[config.mk]
export PLATFORM = sky130hd
export DESIGN_NAME = bmp_pixel_stream_to_rgb565_top
export DESIGN_NICKNAME = d
export VERILOG_FILES = /design/src/hw/rtl/bmp565_pkg.sv /design/src/hw/rtl/bmp565_cfg_regs.sv /design/src/hw/rtl/bmp565_unpack.sv /design/src/hw/rtl/bmp565_place.sv /design/src/hw/rtl/bmp_pixel_stream_to_rgb565_top.sv
export SDC_FILE = /design/constraint.sdc
export NUM_CORES = 1
export LEC_CHECK = 0
export BUFFER_PORTS_ARGS = -buffer_cell sky130_fd_sc_hd__buf_2
export CORE_MARGIN = 5
export CORE_UTILIZATION = 55
export DETAILED_ROUTE_END_ITERATION = 10
export GPL_ROUTABILITY_DRIVEN = 0
export PLACE_DENSITY = 0.78
export SYNTH_ARGS = -nofsm -noshare
export SYNTH_HDL_FRONTEND = slang
export SYNTH_SLANG_ARGS = --single-unit
[constraint.sdc]
create_clock -name clk -period 6.3 [get_ports clk]
set_clock_uncertainty 0.2 [all_clocks]
set_input_delay 0.315 -clock clk [delete_from_list [all_inputs] [get_ports clk]]
set_output_delay 0.315 -clock clk [all_outputs]
set_load 0.005 [all_outputs]
[src/hw/rtl/bmp565_pkg.sv]
// shared types and constants for the bmp pixel stream to rgb565 writer
// no dependencies
package bmp565_pkg;

  // screen geometry
  localparam int SCREEN_WIDTH  = 1024;
  localparam int SCREEN_HEIGHT = 768;

  // field widths
  localparam int COORD_W = 12;
  localparam int SCR_W   = COORD_W + 1;
  localparam int ADDR_W  = 20;
  localparam int COLOR_W = 16;
  localparam int BYTE_W  = 8;
  localparam int CFG_IDX_W  = 3;
  localparam int CFG_DATA_W = 16;

  // configuration register indexes
  typedef enum logic [CFG_IDX_W-1:0] {
    REG_ORIGIN_X    = 3'd0,
    REG_ORIGIN_Y    = 3'd1,
    REG_IMAGE_W     = 3'd2,
    REG_IMAGE_H     = 3'd3,
    REG_DEPTH_24    = 3'd4,
    REG_TRANSPARENT = 3'd5,
    REG_MASK_EN     = 3'd6
  } cfg_reg_t;

  // live configuration, with zero width and height read as one
  typedef struct packed {
    logic [COORD_W-1:0] origin_x;
    logic [COORD_W-1:0] origin_y;
    logic [COORD_W-1:0] eff_width;
    logic [COORD_W-1:0] eff_height;
    logic               depth_is_24;
    logic [COLOR_W-1:0] transparent_color;
    logic               mask_enable;
  } cfg_t;

  // one finished pixel before placement
  typedef struct packed {
    logic [COLOR_W-1:0] color;
    logic [COORD_W-1:0] col;
    logic [COORD_W-1:0] row;
  } pixel_t;

endpackage

[src/hw/rtl/bmp565_cfg_regs.sv]
// configuration register file of the bmp pixel stream writer
// depends on bmp565_pkg
module bmp565_cfg_regs (
  input  logic                          clk,
  input  logic                          rst,
  input  logic                          cfg_write,
  input  logic [bmp565_pkg::CFG_IDX_W-1:0]  cfg_index,
  input  logic [bmp565_pkg::CFG_DATA_W-1:0] cfg_data,
  output bmp565_pkg::cfg_t              cfg
);
  import bmp565_pkg::*;

  logic [COORD_W-1:0] origin_x;
  logic [COORD_W-1:0] origin_y;
  logic [COORD_W-1:0] image_width;
  logic [COORD_W-1:0] image_height;
  logic               depth_is_24;
  logic [COLOR_W-1:0] transparent_color;
  logic               mask_enable;

  always_ff @(posedge clk) begin
    if (rst) begin
      origin_x          <= '0;
      origin_y          <= '0;
      image_width       <= COORD_W'(1);
      image_height      <= COORD_W'(1);
      depth_is_24       <= 1'b0;
      transparent_color <= '0;
      mask_enable       <= 1'b0;
    end else if (cfg_write) begin
      unique case (cfg_reg_t'(cfg_index))
        REG_ORIGIN_X:    origin_x          <= cfg_data[COORD_W-1:0];
        REG_ORIGIN_Y:    origin_y          <= cfg_data[COORD_W-1:0];
        REG_IMAGE_W:     image_width       <= cfg_data[COORD_W-1:0];
        REG_IMAGE_H:     image_height      <= cfg_data[COORD_W-1:0];
        REG_DEPTH_24:    depth_is_24       <= cfg_data[0];
        REG_TRANSPARENT: transparent_color <= cfg_data[COLOR_W-1:0];
        REG_MASK_EN:     mask_enable       <= cfg_data[0];
        default: ;
      endcase
    end
  end

  always_comb begin
    cfg.origin_x          = origin_x;
    cfg.origin_y          = origin_y;
    cfg.eff_width         = (image_width == '0) ? COORD_W'(1) : image_width;
    cfg.eff_height        = (image_height == '0) ? COORD_W'(1) : image_height;
    cfg.depth_is_24       = depth_is_24;
    cfg.transparent_color = transparent_color;
    cfg.mask_enable       = mask_enable;
  end

endmodule

[src/hw/rtl/bmp565_unpack.sv]
// byte assembly, row/column/padding counters and the pixel register
// depends on bmp565_pkg
module bmp565_unpack (
  input  logic                         clk,
  input  logic                         rst,
  input  bmp565_pkg::cfg_t             cfg,
  input  logic                         in_valid,
  output logic                         in_stall,
  input  logic [bmp565_pkg::BYTE_W-1:0] pixel_byte,
  input  logic                         place_ready,
  output logic                         pix_valid,
  output bmp565_pkg::pixel_t           pix
);
  import bmp565_pkg::*;

  logic [1:0]         byte_phase, byte_phase_next;
  logic [COLOR_W-1:0] held_bytes, held_bytes_next;
  logic [COORD_W-1:0] column_index, column_index_next;
  logic [COORD_W-1:0] rows_remaining, rows_remaining_next;
  logic [1:0]         pad_remaining, pad_remaining_next;

  logic               accept;
  logic               starting;
  logic [COORD_W-1:0] rows_cur, col_cur;
  logic [1:0]         phase_cur, pad_cur;
  logic               done;
  logic [COLOR_W-1:0] color;
  logic [COLOR_W-1:0] word16;
  logic [1:0]         pad24, pad16;
  logic [1:0]         row_bytes_mod4;

  assign in_stall = pix_valid && !place_ready;
  assign accept   = in_valid && !in_stall;

  always_comb begin
    // a new image starts when no rows remain
    starting  = (rows_remaining == '0);
    rows_cur  = starting ? cfg.eff_height : rows_remaining;
    col_cur   = starting ? '0 : column_index;
    phase_cur = starting ? 2'd0 : byte_phase;
    pad_cur   = starting ? 2'd0 : pad_remaining;

    row_bytes_mod4 = 2'(cfg.eff_width[1:0] * 2'd3);
    pad24          = 2'd0 - row_bytes_mod4;
    pad16          = {cfg.eff_width[0], 1'b0};
    word16         = {pixel_byte, held_bytes[BYTE_W-1:0]};

    rows_remaining_next = rows_cur;
    column_index_next   = col_cur;
    byte_phase_next     = phase_cur;
    pad_remaining_next  = pad_cur;
    held_bytes_next     = held_bytes;
    done                = 1'b0;
    color               = '0;

    priority if (pad_cur != 2'd0) begin
      pad_remaining_next = pad_cur - 2'd1;
      if (pad_cur == 2'd1) begin
        rows_remaining_next = rows_cur - COORD_W'(1);
      end
    end else if (cfg.depth_is_24) begin
      unique case (phase_cur)
        2'd0: begin
          held_bytes_next = {8'h00, pixel_byte};
          byte_phase_next = 2'd1;
        end
        2'd1: begin
          held_bytes_next = {pixel_byte, held_bytes[BYTE_W-1:0]};
          byte_phase_next = 2'd2;
        end
        default: begin
          done  = 1'b1;
          color = {pixel_byte[7:3], held_bytes[15:10], held_bytes[7:3]};
        end
      endcase
    end else begin
      if (phase_cur == 2'd0) begin
        held_bytes_next = {8'h00, pixel_byte};
        byte_phase_next = 2'd1;
      end else begin
        // 1:5:5:5 to 5:6:5, msb dropped and green gets a zero lsb
        done  = 1'b1;
        color = {word16[14:5], 1'b0, word16[4:0]};
      end
    end

    if (done) begin
      byte_phase_next = 2'd0;
      held_bytes_next = '0;
      if (col_cur >= cfg.eff_width - COORD_W'(1)) begin
        column_index_next  = '0;
        pad_remaining_next = cfg.depth_is_24 ? pad24 : pad16;
        if (pad_remaining_next == 2'd0) begin
          rows_remaining_next = rows_cur - COORD_W'(1);
        end
      end else begin
        column_index_next = col_cur + COORD_W'(1);
      end
    end
  end

  always_ff @(posedge clk) begin
    if (rst) begin
      byte_phase     <= 2'd0;
      held_bytes     <= '0;
      column_index   <= '0;
      rows_remaining <= '0;
      pad_remaining  <= 2'd0;
      pix_valid      <= 1'b0;
    end else begin
      if (accept) begin
        byte_phase     <= byte_phase_next;
        held_bytes     <= held_bytes_next;
        column_index   <= column_index_next;
        rows_remaining <= rows_remaining_next;
        pad_remaining  <= pad_remaining_next;
        pix_valid      <= done;
      end else if (place_ready) begin
        pix_valid      <= 1'b0;
      end
    end
  end

  always_ff @(posedge clk) begin
    if (accept && done) begin
      pix.color <= color;
      pix.col   <= col_cur;
      pix.row   <= rows_cur - COORD_W'(1);
    end
  end

`ifndef NO_ASSERTIONS
  a_pad_only_between_pixels: assert property (@(posedge clk) disable iff (rst)
    pad_remaining != 2'd0 |-> byte_phase == 2'd0)
    else $error("padding pending in the middle of a pixel");

  a_idle_counters_clear: assert property (@(posedge clk) disable iff (rst)
    rows_remaining == '0 |-> (column_index == '0 && pad_remaining == 2'd0))
    else $error("counters not clear between images");

  a_pixel_held_while_blocked: assert property (@(posedge clk) disable iff (rst)
    (pix_valid && !place_ready) |=> (pix_valid && $stable(pix)))
    else $error("pending pixel lost while placement blocked");
`endif

endmodule

[src/hw/rtl/bmp565_place.sv]
// screen placement, clipping, transparency and the output register
// depends on bmp565_pkg
module bmp565_place (
  input  logic                           clk,
  input  logic                           rst,
  input  bmp565_pkg::cfg_t               cfg,
  input  logic                           pix_valid,
  input  bmp565_pkg::pixel_t             pix,
  output logic                           place_ready,
  output logic                           out_valid,
  input  logic                           out_stall,
  output logic [bmp565_pkg::ADDR_W-1:0]  write_address,
  output logic [bmp565_pkg::COLOR_W-1:0] write_color
);
  import bmp565_pkg::*;

  localparam logic [SCR_W-1:0] SCR_W_C = SCR_W'(SCREEN_WIDTH);
  localparam logic [SCR_W-1:0] SCR_H_C = SCR_W'(SCREEN_HEIGHT);

  logic [SCR_W-1:0]   sx, sy;
  logic [2*SCR_W-1:0] row_base;
  logic [2*SCR_W-1:0] addr_full;
  logic               visible, hidden, keep;

  always_comb begin
    sx        = SCR_W'(cfg.origin_x) + SCR_W'(pix.col);
    sy        = SCR_W'(cfg.origin_y) + SCR_W'(pix.row);
    visible   = (sx < SCR_W_C) && (sy < SCR_H_C);
    hidden    = cfg.mask_enable && (pix.color == cfg.transparent_color);
    keep      = pix_valid && visible && !hidden;
    row_base  = sy * SCR_W_C;
    addr_full = row_base + (2*SCR_W)'(sx);
  end

  assign place_ready = !out_valid || !out_stall;

  always_ff @(posedge clk) begin
    if (rst) begin
      out_valid <= 1'b0;
    end else if (place_ready) begin
      out_valid <= keep;
    end
  end

  always_ff @(posedge clk) begin
    if (place_ready && keep) begin
      write_address <= addr_full[ADDR_W-1:0];
      write_color   <= pix.color;
    end
  end

`ifndef NO_ASSERTIONS
  a_no_transparent_out: assert property (@(posedge clk) disable iff (rst)
    out_valid |-> !(cfg.mask_enable && write_color == cfg.transparent_color))
    else $error("transparent pixel written");

  a_dropped_pixel_gives_nothing: assert property (@(posedge clk) disable iff (rst)
    (place_ready && pix_valid && !visible) |=> !out_valid)
    else $error("clipped pixel reached the output");
`endif

endmodule

[src/hw/rtl/bmp_pixel_stream_to_rgb565_top.sv]
// top level of the bmp pixel stream to rgb565 framebuffer writer
// depends on bmp565_pkg, bmp565_cfg_regs, bmp565_unpack, bmp565_place
//
// usage:
//   input channel: one raw byte of the bmp pixel array per transfer
//   (pixel_byte), row padding included, rows bottom-up as stored in the file
//   output channel: one framebuffer write per visible, non-transparent
//   pixel (write_address = row * screen width + column, write_color rgb565)
//   config port: cfg_write/cfg_index/cfg_data, written while the block is idle
// path: the byte that completes a pixel lands in the pixel register at its
//   own transfer edge and then passes to the output register, from which its
//   write transfers; a stall can hold it in either register
// throughput: one byte per cycle while in_stall is low; the counters update
//   in the transfer cycle and the row-base multiply sits in the placement stage
// reset: counters, phase and valids clear, registers return to width and
//   height one, 16-bit mode, no masking, origin zero; the next byte starts
//   a new image
// stall: a stalled result holds in the output register while the pixel
//   register still takes one more pixel; in_stall rises only when both are full
module bmp_pixel_stream_to_rgb565_top (
  input  logic                              clk,
  input  logic                              rst,
  // configuration
  input  logic                              cfg_write,
  input  logic [bmp565_pkg::CFG_IDX_W-1:0]  cfg_index,
  input  logic [bmp565_pkg::CFG_DATA_W-1:0] cfg_data,
  // byte stream in
  input  logic                              in_valid,
  output logic                              in_stall,
  input  logic [bmp565_pkg::BYTE_W-1:0]     pixel_byte,
  // framebuffer writes out
  output logic                              out_valid,
  input  logic                              out_stall,
  output logic [bmp565_pkg::ADDR_W-1:0]     write_address,
  output logic [bmp565_pkg::COLOR_W-1:0]    write_color
);
  import bmp565_pkg::*;

  cfg_t   cfg;
  pixel_t pix;
  logic   pix_valid;
  logic   place_ready;

  // live configuration registers
  bmp565_cfg_regs u_cfg (
    .clk       (clk),
    .rst       (rst),
    .cfg_write (cfg_write),
    .cfg_index (cfg_index),
    .cfg_data  (cfg_data),
    .cfg       (cfg)
  );

  // byte assembly and image walk; holds one finished pixel
  bmp565_unpack u_unpack (
    .clk         (clk),
    .rst         (rst),
    .cfg         (cfg),
    .in_valid    (in_valid),
    .in_stall    (in_stall),
    .pixel_byte  (pixel_byte),
    .place_ready (place_ready),
    .pix_valid   (pix_valid),
    .pix         (pix)
  );

  // address, clip and mask, then the output register
  bmp565_place u_place (
    .clk           (clk),
    .rst           (rst),
    .cfg           (cfg),
    .pix_valid     (pix_valid),
    .pix           (pix),
    .place_ready   (place_ready),
    .out_valid     (out_valid),
    .out_stall     (out_stall),
    .write_address (write_address),
    .write_color   (write_color)
  );

endmodule
# Yosys cells after proc, flatten, opt, wreduce, memory -nomap -nowiden
# Cells that the tools add are included.
# classes
mux,36
n_addsub,8
n_reduce_logical,34
div_mod_pow,0
shift,0
bitwise_logic,0
n_lt_le_gt_ge,3
eq_ne,11
mul,1
# op_table
op,count
$mux W12,11
$mux W16,7
$logic_not A12 Y1,3
$pmux W16 S2,1
$add A12 B12 Y13,2
$sub A12 B1 Y12 const B,2
$add A20 B13 Y20,1
$mux W2,10
$eq A16 B16 Y1,1
$reduce_and A2 Y1,7
$lt A13 B10 Y1 const B,1
$lt A13 B11 Y1 const B,1
$add A12 B1 Y12 const B,1
$ge A12 B12 Y1,1
$eq A3 B3 Y1 const B,3
$logic_and A1 B1 Y1,8
$eq A3 B2 Y1 const B,2
$mux W1,6
$reduce_bool A3 Y1,2
$logic_not A1 Y1,5
$reduce_and A5 Y1,1
$eq A2 B1 Y1 const B,2
$logic_not A2 Y1,2
$pmux W2 S2,1
11 further kinds,12
# totals
regBits,188
wordCells,113
input_bits,32
n_memories,0
rom_bits,0
latchBits,0
mem_bits_rw,0

# Depth between registers and ports, before layout
# Gate-level depths: netlist of run 1.
# depth
depth_word,9
depth_mapped,16
mapped_depth_nobuf,16

# Modules after synthesis
# A second synthesis of run 1 with hierarchy kept.
# hier_totals
cells_unflattened,1030
area_unflattened_um2,9600.5
# modules_own_cells
module,cells_each,seq_area_each_um2,n_inst,area_per_inst_um2
bmp565_unpack,456,2062.0,1,4339.2
bmp565_place,246,1101.1,1,2658.8
bmp565_cfg_regs,328,1321.3,1,2602.5

# Least setup slack after synthesis of run 1
# Ideal clock, no wire load.
# synth_timing
path_kind,register to register
startpoint,register u_cfg.origin_x[0]
endpoint,register u_place.write_address[0] in the netlist's numbering (enable)
t_required_ns,5.568
setup_ns,0.532
path_slack_ns,-0.332
path_stages_with_launch,11
arrival_ns,5.901
path_cell_list,dfxtp_1 ha_1 inv_1 fa_1 nor2b_1 o2111ai_1 and3_1 o21ai_0 mux2i_1 nor4_1 nor4b_1
# synth_between
elab_chain_cells,6
# synth_rtl
element,line,text
"start, declared",bmp565_cfg_regs.sv:13,logic [COORD_W-1:0] origin_x;
"start signal, assigned",bmp565_cfg_regs.sv:32,REG_ORIGIN_X: origin_x <= cfg_data[COORD_W-1:0];
$add A12 B12 Y13,bmp565_place.sv:26,sx = SCR_W'(cfg.origin_x) + SCR_W'(pix.col);
$lt A13 B11 Y1,bmp565_place.sv:28,visible = (sx < SCR_W_C) && (sy < SCR_H_C);
$logic_and A1 B1 Y1,bmp565_place.sv:28,
$logic_and A1 B1 Y1 (2 in a row),bmp565_place.sv:30,keep = pix_valid && visible && !hidden;
$logic_and A1 B1 Y1,bmp565_place.sv:46,if (place_ready && keep) begin
"end signal, assigned",bmp565_place.sv:47,write_address <= addr_full[ADDR_W-1:0];
"end, declared",bmp565_place.sv:12,"output logic [bmp565_pkg::ADDR_W-1:0] write_address,"
# No other way between the ends.
# A chain may end at the register's enable or synchronous reset.

# Final worst setup path of run 1
# layout_timing
startpoint,register u_cfg.image_width[3]
endpoint,register u_unpack.column_index[5]
# layout_between
elab_chain_cells,6
# layout_rtl
element,line,text
"start, declared",bmp565_cfg_regs.sv:15,logic [COORD_W-1:0] image_width;
"start signal, assigned",bmp565_cfg_regs.sv:34,REG_IMAGE_W: image_width <= cfg_data[COORD_W-1:0];
$logic_not A12 Y1,bmp565_cfg_regs.sv:47,cfg.eff_width = (image_width == '0) ? COORD_W'(1) : image_width;
$mux W12 (*),bmp565_cfg_regs.sv:47,
$sub A12 B1 Y12 (*),bmp565_unpack.sv:90,if (col_cur >= cfg.eff_width - COORD_W'(1)) begin
$ge A12 B12 Y1 (*),bmp565_unpack.sv:90,
$mux W12 (*),bmp565_unpack.sv:90,
$mux W12 (*),bmp565_unpack.sv:87,if (done) begin
"end signal, assigned",bmp565_unpack.sv:114,column_index <= column_index_next;
"end, declared",bmp565_unpack.sv:18,"logic [COORD_W-1:0] column_index, column_index_next;"
# Mark *: on every way between the ends. The rest lies on a longest branch, timed or not.

==> results of run 1 <==
-- state kept, by name, indices dropped and copies added (netlist names), 12 cells and up --
register and flops:
u_unpack.pix 40, u_cfg.origin_x 12, u_cfg.transparent_color 16, u_cfg.image_width 12
u_cfg.origin_y 12, u_unpack.rows_remaining 12, u_place.write_color 16, u_unpack.held_bytes 14
u_place.write_address 20, u_unpack.column_index 12, u_cfg.image_height 12
-- cells in the mapped netlist, types with 4 or more instances --
cell type,n,area share
nand2_1,180,0.071
dfxtp_1,110,0.23
a21oi_1,97,0.051
nor2_1,78,0.031
edfxtp_1,76,0.24
ha_1,45,0.059
xnor2_1,40,0.037
clkbuf_1,35,0.014
a22oi_1,34,0.027
o21ai_0,30,0.016
inv_1,24,0.0095
xor2_1,24,0.022
nor3_1,22,0.012
nand3_1,21,0.011
a21o_1,15,0.012
and2_1,15,0.0098
nand2b_1,15,0.0098
nor4_1,13,0.0085
nor2b_1,12,0.0079
and3_1,9,0.0059
nand4_1,9,0.0059
o21a_1,9,0.0071
a31oi_1,8,0.0053
a211oi_1,6,0.0047
or3_1,6,0.0039
a311oi_1,5,0.0046
a31o_2,5,0.0046
buf_2,5,0.0026
nor4b_1,5,0.0046
a32oi_1,4,0.0037
mux2i_1,4,0.0042
nand3b_1,4,0.0032
o31ai_1,4,0.0032
-- worst max-delay path by stage --
stage,depth (start not counted),endpoint,from
6_report,14,u_unpack.column_index[5],u_cfg.image_width[3]
5_1_grt,14,u_unpack.column_index[7],u_cfg.image_width[3]
4_1_cts,14,u_unpack.column_index[5],u_cfg.image_width[3]
3_5_place_dp,14,u_unpack.column_index[5],u_cfg.image_width[3]
3_3_place_gp,14,u_unpack.column_index[5],u_cfg.image_width[3]
2_1_floorplan,10,u_place.write_address[0],u_cfg.origin_x[0]
-- layout make-up --
class | count | area (µm²) | area share
clock inverter | 15 | 184 | 0.0170
clock buffer | 17 | 425 | 0.0393
tap | 225 | 282 | 0.0260
sequential | 186 | 4480 | 0.414
timing repair buffer | 91 | 548 | 0.0506
inverter | 24 | 90.1 | 0.00833
multi-input combinational | 771 | 4810 | 0.444
-- power by group through the flow --
stage	clock [W]	sequential (W)	combinational, W
floorplan	0	0.00137	0.000417
global placement	0	0.00138	0.000540
detailed placement	0	0.00138	0.000546
CTS	0.00111	0.00136	0.000558
global route	0.00116	0.00136	0.000623
finish	0.00109	0.00136	0.000566
-- worst max-delay path, stage by stage, from the launching register on --
cell	delay, ns
dfxtp_1	0.44
nor4_1	0.12
nor2b_1	0.16
a31oi_1	0.45
nor3b_1	0.59
nand2_1	0.15
xor2_1	0.17
ha_1	0.30
a21o_1	0.19
a21o_1	0.17
a211oi_1	0.29
o21ai_1	0.28
a21oi_1	0.55
a31oi_1	0.16
a311oi_1	0.25
-- metal layers --
metal	routed length (µm)	global-route usage	vias to the layer above
met1	10500	0.334	3755
met3	1570	0.0445	46
met5	0	0	-
met2	10700	0.371	304
li1	-	-	3822
met4	703	0.0859	0
-- timing repair --
item,CTS,global route
hold buffers,15,0
endpoints found under the hold margin,22,0
resized for setup,0,0
-- cell families (layout without fill, tap and decap cells) --
| group | Yosys count | in the layout | synth area share |
|---|---|---|---|
| simple gates | 407 | 407 | 0.203 |
| fa+ha+maj | 48 | 48 | 0.0654 |
| mux | 6 | 6 | 0.00657 |
| compound gates | 246 | 246 | 0.169 |
| flops | 186 | 186 | 0.471 |
| xor+xnor | 64 | 64 | 0.0588 |
| buf+inv | 66 | 147 | 0.0267 |
-- through the flow --
stage	cells	total power (W)
finish	1329	0.00302
global route	1329	0.00315
CTS	1329	0.00302
detailed placement	1282	0.00193
global placement	1282	0.00192
floorplan	1023	0.00179
==> run summary, run 1 <==
post-synthesis instance total - 1023
DR iter-0 viols - 962
MaxCap Viol Count - 0
syn_nets - 1103
Clock Latency Late Sink - 0.44 ns
Reg power frac - 0.450
Synth cell types - 66
Clock Sinks - 186
gr usage total - 0.238
layout cells sized above 1 - 0.119
Final Hold Vio Count - 0
final wirelength - 23500 µm
most common cell after layout, fill and taps aside - nand2_1
critical path class - reg2reg
num ports - 70
Area growth, synth to finish - 13.6%
max-slew violations - 0
Initial Utilization - 0.555
core area - 17200 µm²
Post-CTS Setup Inserts - 0
post-route cell area - 10800 µm²
Die Ht - 142 µm
layout net count - 1171
Switching Fraction - 0.297
Final Util - 0.630
most frequent cells in the layout - nand2_1 (180), dfxtp_1 (110), a21oi_1 (97)
Num CTS Buffers - 17
Worst setup SP type - register
Leakage Power - 4.06 nW
syn_area_per_cell - 9.31 µm²
drt wl/cell - 17.7 µm
number of diodes - 0
R2R depth - 14
FFs w/ async S/R, synth - 0
crit path max fanout - 9
DIE AREA - 20100 µm²
Setup TNS - 0 ns
vias in the first global route - 7345
period utilization - 0.724
# H-tree levels - 4
DRT Pass-1 Iters - 6
sequential area share after synthesis - 0.471
FF-to-FF Start - u_cfg.image_width[3]
slack of the critical path - 1.74 ns
Hold Path Depth - 3
IO buf count - 69
Reg2Reg Setup Slack - 1.74 ns
reg-to-reg critical path endpoint - u_unpack.column_index[5]
Critical Path RT - 6.45 ns
clk root buf - clkbuf_16
clk slew on worst S/H paths - 0.07 ns
Max clock buf depth - 2
Hold WS - 0.0138 ns
overall via count from detail_route - 7927
post-placement setup slack - 1.86 ns
Switch Pwr - 0.000896 W
predominant post-synthesis flop cell - dfxtp_1
CTS tree - done
Die W - 142 µm
Slew headroom - 0.249
worst hold start - cfg_data[10]
antenna violations before repair - 0
GRT overflow - 0
internal power - 0.00212 W
via density per instance - 5.96
antenna viol nets, final - 0
HP Class - in2reg
Post-Synthesis Cell Area - 9530 µm²
Post-DP HPWL - 16800 µm
worst-margin pin slew - 1.12 ns
clock share of power - 0.362
fillers - 1432
status - complete, no violations
RSZ-0062 raised after global routing - no
Yosys Warn Count - 0
largest net degree at the start of global routing - 55
max frequency - 219 MHz
cell area after placement - 10100 µm²
first-pass GRT wire length - 38100 µm
FP Rows - 48
PwrDens - 279 nW/µm²
post-synthesis register bit count - 186
Peak VDD IR - 0.000229 V
Post-synth EDFFs - 76
Min-Delay Endpoint - u_cfg.transparent_color[10]
CP arrival - 4.71 ns
Setup violations, final - 0
Worst setup EP type - register
minimum clock period - 4.56 ns
drt drc - 0
logic gate share of total power - 0.188
(Power assumes the default switching activity.)
==> inputs of run 2 (changes only) <==
Settings changed: CORE_UTILIZATION 55 to 59, PLACE_DENSITY 0.78 to 0.79.
Clock period 6.3 ns to 4.7 ns, I/O delays scaled along.
==> run 2 against run 1 <==
Net effect:
- non-clock buffer count is 14 higher
- via count hardly changed
- first-iteration DRC count is 4.8% higher
- design area is 1.2% higher
- flip-flop and latch count stayed put
- die area is 6.3% lower
- setup slack worse by 1.3 ns
- critical path depth is 1 lower
- final cell count is 0.38% higher
- total power is 35% higher
- critical endpoint is now u_place.write_address[18]
==> run summary, run 2 (synthesis results as in run 1) <==
clk slew on worst S/H paths - 0.07 ns (about the same)
Setup TNS - 0 ns (unchanged)
Clock Sinks - 186 (unchanged)
Post-DP HPWL - 16500 µm (was 16800 µm)
core area - 15900 µm² (was 17200 µm²)
MaxCap Viol Count - 0 (unchanged)
cell area after placement - 10100 µm² (about the same)
CTS tree - done (unchanged)
# H-tree levels - 4 (unchanged)
post-placement setup slack - 0.216 ns (was 1.86 ns)
max-slew violations - 0 (unchanged)
number of diodes - 0 (unchanged)
Die W - 137 µm (was 142 µm)
Area growth, synth to finish - 14.9% (was 13.6%)
max frequency - 235 MHz (was 219 MHz)
RSZ-0062 raised after global routing - no (unchanged)
most common cell after layout, fill and taps aside - nand2_1 (unchanged)
period utilization - 0.904 (was 0.724)
final wirelength - 23800 µm (was 23500 µm)
DIE AREA - 18800 µm² (was 20100 µm²)
worst-margin pin slew - 1.12 ns (about the same)
PwrDens - 371 nW/µm² (was 279 nW/µm²)
Num CTS Buffers - 17 (unchanged)
M3 GR Usage - 0.0529 (was 0.0445)
max reg flops - 40 (unchanged)
status - complete, no violations (unchanged)
worst hold start - cfg_index[0] (was cfg_data[10])
top flop regs - u_unpack.pix: 40 flops, u_place.write_address: 20 flops (unchanged)
layout net count - 1185 (was 1171)
via density per instance - 5.94 (was 5.96)
layout cells sized above 1 - 0.119 (about the same)
fillers - 1211 (was 1432)
antenna violations before repair - 0 (unchanged)
HP Class - in2reg (unchanged)
critical path class - reg2reg (unchanged)
DRT Pass-1 Iters - 5 (was 6)
met2 Track Usage GR - 0.431 (was 0.371)
clk root buf - clkbuf_16 (unchanged)
Initial Utilization - 0.600 (was 0.555)
num ports - 70 (unchanged)
DR iter-0 viols - 1008 (was 962)
gr usage total - 0.263 (was 0.238)
overall via count from detail_route - 7926 (was 7927)
Leakage Power - 4.12 nW (was 4.06 nW)
Slew headroom - 0.251 (was 0.249)
IO buf count - 69 (unchanged)
post-route cell area - 10900 µm² (was 10800 µm²)
Die Ht - 137 µm (was 142 µm)
antenna viol nets, final - 0 (unchanged)
Critical Path RT - 4.67 ns (was 6.45 ns)
drt wl/cell - 17.9 µm (was 17.7 µm)
multi-input logic area - 4820 µm² (was 4810 µm²)
routing usage on met1 - 0.350 (was 0.334)
vias in the first global route - 7522 (was 7345)
largest net degree at the start of global routing - 66 (was 55)
FP Rows - 46 (was 48)
drt drc - 0 (unchanged)
GRT overflow - 0 (unchanged)
Setup violations, final - 0 (unchanged)
Worst setup EP type - register (unchanged)
CP arrival - 4.22 ns (was 4.71 ns)
Layout Cells excl Fill - 1334 (was 1329)
most frequent cells in the layout - nand2_1 (180), dfxtp_1 (110), a21oi_1 (96) (was nand2_1 (180), dfxtp_1 (110), a21oi_1 (97))
Clock Latency Late Sink - 0.43 ns (was 0.44 ns)
register area - 4480 µm² (unchanged)
Worst setup SP type - register (unchanged)
first-pass GRT wire length - 38400 µm (was 38100 µm)
crit path max fanout - 4 (was 9)
Peak VDD IR - 0.000335 V (was 0.000229 V)
minimum clock period - 4.25 ns (was 4.56 ns)
FF-to-FF Start - u_unpack.pix[13] (was u_cfg.image_width[3])
grt peak-use layer - met2 (unchanged)
Worst setup startpoint - u_unpack.pix[13] (was u_cfg.image_width[3])
Final Hold Vio Count - 0 (unchanged)
Max clock buf depth - 2 (unchanged)
DP Cell Count - 1275 (was 1282)
largest register by flop count - u_unpack.pix (unchanged)
slack of the critical path - 0.453 ns (was 1.74 ns)
## run 2: changes by cell type in the layout (fill, tap and decap cells not counted), moves of 2 or more
cell,previous run,this run
dlygate4sd3_1,15,27
buf_4,7,9
inv_8,3,0
clkbuf_1,0,2
## run 2: final timing paths
| path | endpoint | slack [ns] | cells past startpoint |
|---|---|---|---|
| setup / recovery | u_place.write_address[18] | 0.45 | 13 |
| setup reg to reg | u_place.write_address[18] | 0.45 | 13 |
| hold reg to reg | u_cfg.origin_y[4] | 0.26 | 2 |
| hold / removal | u_cfg.depth_is_24 | 0.07 | 4 |
## run 2: through the flow
stage          hold slack (ns)  power [W]   util
3_5_place_dp             0.252    0.00259  0.634
6_report                0.0688    0.00406  0.689
5_1_grt                 0.0907    0.00423  0.689
4_1_cts                 0.0635    0.00406  0.688
2_1_floorplan            0.159    0.00239      -
3_3_place_gp             0.248    0.00258  0.634
## run 2: worst max-delay path, stage by stage (launching register included)
cell and delay (ns):
edfxtp_1 0.45, ha_1 0.33, a211oi_1 0.31, o21ai_0 0.20
a311o_1 0.33, a21o_1 0.19, a21o_1 0.19, xor2_1 0.50
inv_1 0.14, fa_1 0.48, nor2b_1 0.12, o21ai_0 0.15
nor3_1 0.29, xnor2_1 0.10
## run 2: repair_timing
item                       4_1_cts  5_1_grt
hold endpoints to repair        85        0
gates resized for setup          0        3
setup endpoints to repair        0       11
hold buffers                    27        0
setup buffers                    0        0
## run 2: final cells by class
type / count / area share
multi-input combinational: 771 / 0.440
inverter: 24 / 0.00823
tap: 216 / 0.0247
sequential: 186 / 0.410
clock inverter: 13 / 0.0152
timing repair buffer: 105 / 0.0624
clock buffer: 19 / 0.0395
## run 2: where the power goes
part | internal [W] | switching [W]
clock network | 0.000842 | 0.000623
logic | 0.000279 | 0.000495
registers | 0.00177 | 0.0000513
## run 2: per-layer routing
| metal | up-vias | share of wire |
|---|---|---|
| li1 | 3845 | - |
| met1 | 3729 | 0.43 |
| met2 | 305 | 0.47 |
| met3 | 47 | 0.072 |
| met4 | 0 | 0.025 |
| met5 | - | 0 |
